--- src/sv/losg_pkg.sv ---
// losg_pkg: shared types, CORDIC angle table and gain constant for the
// line-of-sight heading guidance pipeline. No dependencies.
`timescale 1ns / 1ps

package losg_pkg;

  localparam int CORDIC_STEPS = 16;
  localparam int DW = 40;   // datapath width, covers CORDIC growth of 33-bit offsets
  localparam int SW = 5;    // step index width

  typedef struct packed {
    logic signed [DW-1:0] x;
    logic signed [DW-1:0] y;
    logic signed [DW-1:0] u;
    logic signed [DW-1:0] v;
    logic [31:0]          z;
    logic [31:0]          aux;
    logic signed [31:0]   err;
    logic                 degen;
    logic                 use_ge;
  } cordic_t;

  // atan(2^-i) in 32-bit binary angle units
  function automatic logic [31:0] arc_tab(input logic [SW-1:0] i);
    logic [31:0] r;
    unique case (i)
      5'd0:  r = 32'h20000000;  5'd1:  r = 32'h12E4051E;
      5'd2:  r = 32'h09FB385B;  5'd3:  r = 32'h051111D4;
      5'd4:  r = 32'h028B0D43;  5'd5:  r = 32'h0145D7E1;
      5'd6:  r = 32'h00A2F61E;  5'd7:  r = 32'h00517C55;
      5'd8:  r = 32'h0028BE53;  5'd9:  r = 32'h00145F2F;
      5'd10: r = 32'h000A2F98;  5'd11: r = 32'h000517CC;
      5'd12: r = 32'h00028BE6;  5'd13: r = 32'h000145F3;
      5'd14: r = 32'h0000A2FA;  5'd15: r = 32'h0000517D;
      5'd16: r = 32'h000028BE;  5'd17: r = 32'h0000145F;
      5'd18: r = 32'h00000A30;  5'd19: r = 32'h00000518;
      5'd20: r = 32'h0000028C;  5'd21: r = 32'h00000146;
      5'd22: r = 32'h000000A3;  5'd23: r = 32'h00000051;
      5'd24: r = 32'h00000029;  5'd25: r = 32'h00000014;
      5'd26: r = 32'h0000000A;  5'd27: r = 32'h00000005;
      5'd28: r = 32'h00000003;  5'd29: r = 32'h00000001;
      default: r = 32'h0;
    endcase
    return r;
  endfunction

  // inverse CORDIC gain, Q30
  function automatic logic [29:0] inv_gain();
    logic [63:0] g;
    g = 64'd652039507;
    for (int i = 8; i < CORDIC_STEPS; i++) g = g - (g >> (2 * i + 1));
    return g[29:0];
  endfunction

  localparam logic [29:0] INV_GAIN = inv_gain();

endpackage

--- src/sv/losg_cell.sv ---
// losg_cell: one registered CORDIC micro-rotation. Vectors (x, y), rotates
// (u, v) the same way, accumulates z. Depends on losg_pkg.
`timescale 1ns / 1ps

module losg_cell import losg_pkg::*; (
  input  logic          clk,
  input  logic          rst,
  input  logic          en,
  input  logic [SW-1:0] step,
  input  logic          in_vld,
  input  cordic_t       in_d,
  output logic          out_vld,
  output cordic_t       out_d
);

  cordic_t d_next;

  always_comb begin
    d_next = in_d;
    if (!in_d.y[DW-1]) begin
      d_next.x = in_d.x + (in_d.y >>> step);
      d_next.y = in_d.y - (in_d.x >>> step);
      d_next.z = in_d.z + arc_tab(step);
      d_next.u = in_d.u + (in_d.v >>> step);
      d_next.v = in_d.v - (in_d.u >>> step);
    end else begin
      d_next.x = in_d.x - (in_d.y >>> step);
      d_next.y = in_d.y + (in_d.x >>> step);
      d_next.z = in_d.z - arc_tab(step);
      d_next.u = in_d.u - (in_d.v >>> step);
      d_next.v = in_d.v + (in_d.u >>> step);
    end
  end

  always_ff @(posedge clk) begin
    if (rst) begin
      out_vld <= 1'b0;
    end else if (en) begin
      out_vld <= in_vld;
    end
  end

  always_ff @(posedge clk) begin
    if (en) begin
      out_d <= d_next;
    end
  end

endmodule
--- config.mk ---
export PLATFORM = sky130hd
export DESIGN_NAME = losg_cell
export DESIGN_NICKNAME = d
export VERILOG_FILES = /design/src/sv/losg_pkg.sv /design/src/sv/losg_cell.sv
export SDC_FILE = /design/constraint.sdc
export NUM_CORES = 1
export LEC_CHECK = 0
export CORE_ASPECT_RATIO = 0.7
export CORE_MARGIN = 4
export CORE_UTILIZATION = 40
export CTS_CLUSTER_SIZE = 16
export DETAILED_ROUTE_END_ITERATION = 12
export DONT_BUFFER_PORTS = 1
export GPL_TIMING_DRIVEN = 0
export PLACE_DENSITY_LB_ADDON = 0.2
export REMOVE_ABC_BUFFERS = 1
export SLEW_MARGIN = 20
export SYNTH_ARGS = -nofsm -noshare
export SYNTH_HDL_FRONTEND = slang
export SYNTH_SLANG_ARGS = --single-unit
--- constraint.sdc ---
create_clock -name clk -period 9.1 [get_ports clk]
set_input_delay 0.91 -clock clk [delete_from_list [all_inputs] [get_ports clk]]
set_output_delay 0.91 -clock clk [all_outputs]
set_load 0.02 [all_outputs]
==> flow_summary_export.csv <==
group,metric,value,unit
run_status,status,"completed",
grt,grt_usage,28.8,%
timing,tightest_slew,1.43,ns
timing,period_share,97.4,%
drt,viasPerCell,6.72,
yosys,synthDistinctLibCells,101,
worst_setup_path,crit-reg2reg-capture,"out_vld$_SDFFE_PP0P_",
power,leakagePower,12.9,nW
clock_tree,ctsResizeCount,0,
worst_setup_path,cp.arrival,9.20,ns
drt,drt_iter0_drc,3915,
worst_setup_path,cp_slowest_cell,"a221oi_1",
timing,tns,0,ns
yosys,synth_top_area_share,23.8,%
worst_setup_path,end_kind,"register",
final_layout,fillCellCount,7790,
worst_setup_path,r2r-start,"out_vld$_SDFFE_PP0P_",
grt,overflow,0,
worst_setup_path,r2r_slack,8.35,ns
clock_tree,clockRootBuffer,"clkbuf_16",
yosys,netlist_instances,3403,
clock_tree,clock-sinks,259,
timing,maxSlewHeadroom,4.43,%
drt,vias,29151,
timing,setup-violations-final,0,
final_layout,register_area,7770,um^2
clock_tree,tritoncts,"done",
place,place.gp.congestion,1.00,
yosys,yosys_most_used_dff,"edfxtp_1",
grt,antenna_found_initial,4,
yosys,synth_area_leader_cell,"edfxtp_1",
yosys,synth_common_cells,"a21oi_1 (268), nor2_1 (259), edfxtp_1 (258), nand2_1 (243), mux4_2 (208)",
final_layout,nNetsFinal,3722,
drt,drt_first_pass_iters,6,
timing,hold_violations,0,
clock_tree,post_cts_buffers,0,
drt,drc,0,
place,port_buffers,0,
worst_setup_path,rr_worst_depth,2,
yosys,synth-seq-cells,259,
worst_setup_path,crit_path_max_fanout,235,
worst_setup_path,worst-endpoint-required,9.44,ns
place,hpwl,99.2,mm
timing,fin_crit,8.86,ns
final_layout,drive_gt1_share,12.1,%
clock_tree,h-tree-depth,1,
power,power_density,177,nW/um^2
grt,grt_pass1_wl,187,mm
floorplan,die_area,86200,um^2
grt,grt_pass1_vias,25965,
worst_setup_path,startpoint,"step[0]",
worst_setup_path,path_delay_family,"compound AO/OA/AOI/OAI gates",
clock_tree,path_clk_slew,0.06,ns
final_layout,area_growth,4.90,%
floorplan,die_w,349,um
yosys,ys_warn_count,0,
floorplan,initial_utilization,40.4,%
yosys,synth_area_leaders,"edfxtp_1 (24%), mux4_2 (14%), ha_1 (7.7%)",
drt,wl_per_cell,30.1,um
worst_setup_path,endpoint,"out_d[211]$_DFFE_PP_",
floorplan,die_h,247,um
drt,drt-total-wl,131,mm
floorplan,placementRows,87,
yosys,synth_edf_count,258,
timing,drv_slew,0,
grt,grt_max_degree,260,
floorplan,coreArea,80700,um^2
worst_setup_path,critical-path-max-stage-delay,1.03,ns
yosys,synthArstFlopShare,0,%
worst_setup_path,crit_type,"in2reg",
flow_run,cap_violations,0,
final_layout,multi_input_area,23600,um^2
yosys,avgSynthCellArea,9.58,um^2
timing,fin_worst_skew,0,ns
worst_setup_path,path_buf_inv,0,
hold_path,hold_class,"in2reg",
clock_tree,clk_latency,0.61,ns
yosys,ys_seq_area_share,23.8,%
power,irDropWorstVdd,0.176,mV
timing,fin_ws,0.238,ns
clock_tree,clockBufferDepth,3,
timing,fmax,113,MHz
timing,rsz0062_at_grt,"false",
yosys,synth_area,32600,um^2
yosys,yosysMostFrequentCell,"a21oi_1",
floorplan,io_pins,526,
worst_setup_path,path_depth,18,
place,pre_cts_ws,0.636,ns
clock_tree,cts_hold_buf,0,
worst_setup_path,startpoint_type,"input pin",
clock_tree,cts_made_buffers,28,
worst_setup_path,worstPathCellList,"mux4_2 > mux2_2 > a221oi_1 > ha_1 > nand3_1 > nor4_2 > nand4_1 > o21ai_0 > xor2_1 > ha_1 > a21oi_1 > o21ai_0 > a21oi_1 > a21oi_1 > a31o_2 > a211oi_1 > o21ai_0 > xor2_1",
drt,antenna_left,0,
## layout by cell type (no fill, tap or decap), types with 18 or more instances in the layout
cell,instances
a21oi_1,267
edfxtp_1,258
nor2_1,254
nand2_1,243
mux4_2,208
ha_1,202
xnor2_1,193
o21ai_0,158
mux2i_1,158
xor2_1,139
a21o_1,99
inv_1,77
a31oi_1,72
mux2_2,68
nor3_1,58
nand3_1,53
o22ai_1,51
o21a_1,48
a22oi_1,38
a211oi_1,36
and3_1,35
nand2b_1,34
nand4_1,32
nor2b_1,30
and2_1,30
clkbuf_16,28
o211ai_1,27
nor4_1,18
o21bai_1,18
## final cells by class
class	instances	share of cell area, %
Multi-Input combinational cell	2864	69.0
Sequential cell	259	22.7
Tap cell	1068	3.91
Clock buffer	32	2.09
Inverter	82	0.954
Timing Repair Buffer	13	0.728
Clock inverter	20	0.611
Antenna cell	2	0.0146
## power by group
| part | switching (W) | total [W] | internal (W) |
|---|---|---|---|
| clock | 0.000516 | 0.00117 | 0.000652 |
| combinational | 0.00156 | 0.00267 | 0.00111 |
| sequential | 0.000488 | 0.00223 | 0.00174 |
## kinds of logic after synthesis
| group | share of synthesized area [%] |
|---|---|
| compound gates | 20.2 |
| xor+xnor | 8.91 |
| fa+ha+maj | 8.06 |
| buf+inv | 3.98 |
| flops | 23.8 |
| mux | 21.8 |
| simple gates | 13.2 |
## worst min-delay path by stage
stage | startpoint | end | slack, ns | cells after the start
3_5_place_dp | out_vld$_SDFFE_PP0P_ | out_vld$_SDFFE_PP0P_ | 0.64 | 2
3_3_place_gp | out_vld$_SDFFE_PP0P_ | out_vld$_SDFFE_PP0P_ | 0.61 | 2
2_1_floorplan | out_vld$_SDFFE_PP0P_ | out_vld$_SDFFE_PP0P_ | 0.58 | 2
5_1_grt | rst | out_vld$_SDFFE_PP0P_ | 0.32 | 1
6_report | rst | out_vld$_SDFFE_PP0P_ | 0.38 | 1
4_1_cts | rst | out_vld$_SDFFE_PP0P_ | 0.33 | 1
## sequential cells by signal (all words and copies together), names as in the netlist
name and flops:
out_d 258, out_vld 1
## metrics by stage
stage | std cells | area (um^2) | util, % | total power, W | hold WS (ns)
3_3_place_gp | 4273 | 33000 | 40.9 | 0.00484 | 0.606
4_1_cts | 4338 | 34200 | 42.4 | 0.00605 | 0.330
6_report | 4340 | 34200 | 42.4 | 0.00607 | 0.378
2_1_floorplan | 3205 | 31600 | - | 0.00411 | 0.579
3_5_place_dp | 4286 | 33300 | 41.2 | 0.00483 | 0.638
5_1_grt | 4338 | 34200 | 42.4 | 0.00642 | 0.325
## layer usage
layer	global-route usage [%]	part of all wire [%]
met5	0	0.0099
met1	43.7	45
met3	13.4	15
met2	37.4	38
met4	4.02	1.8
Power figures use the tool's default switching activity.
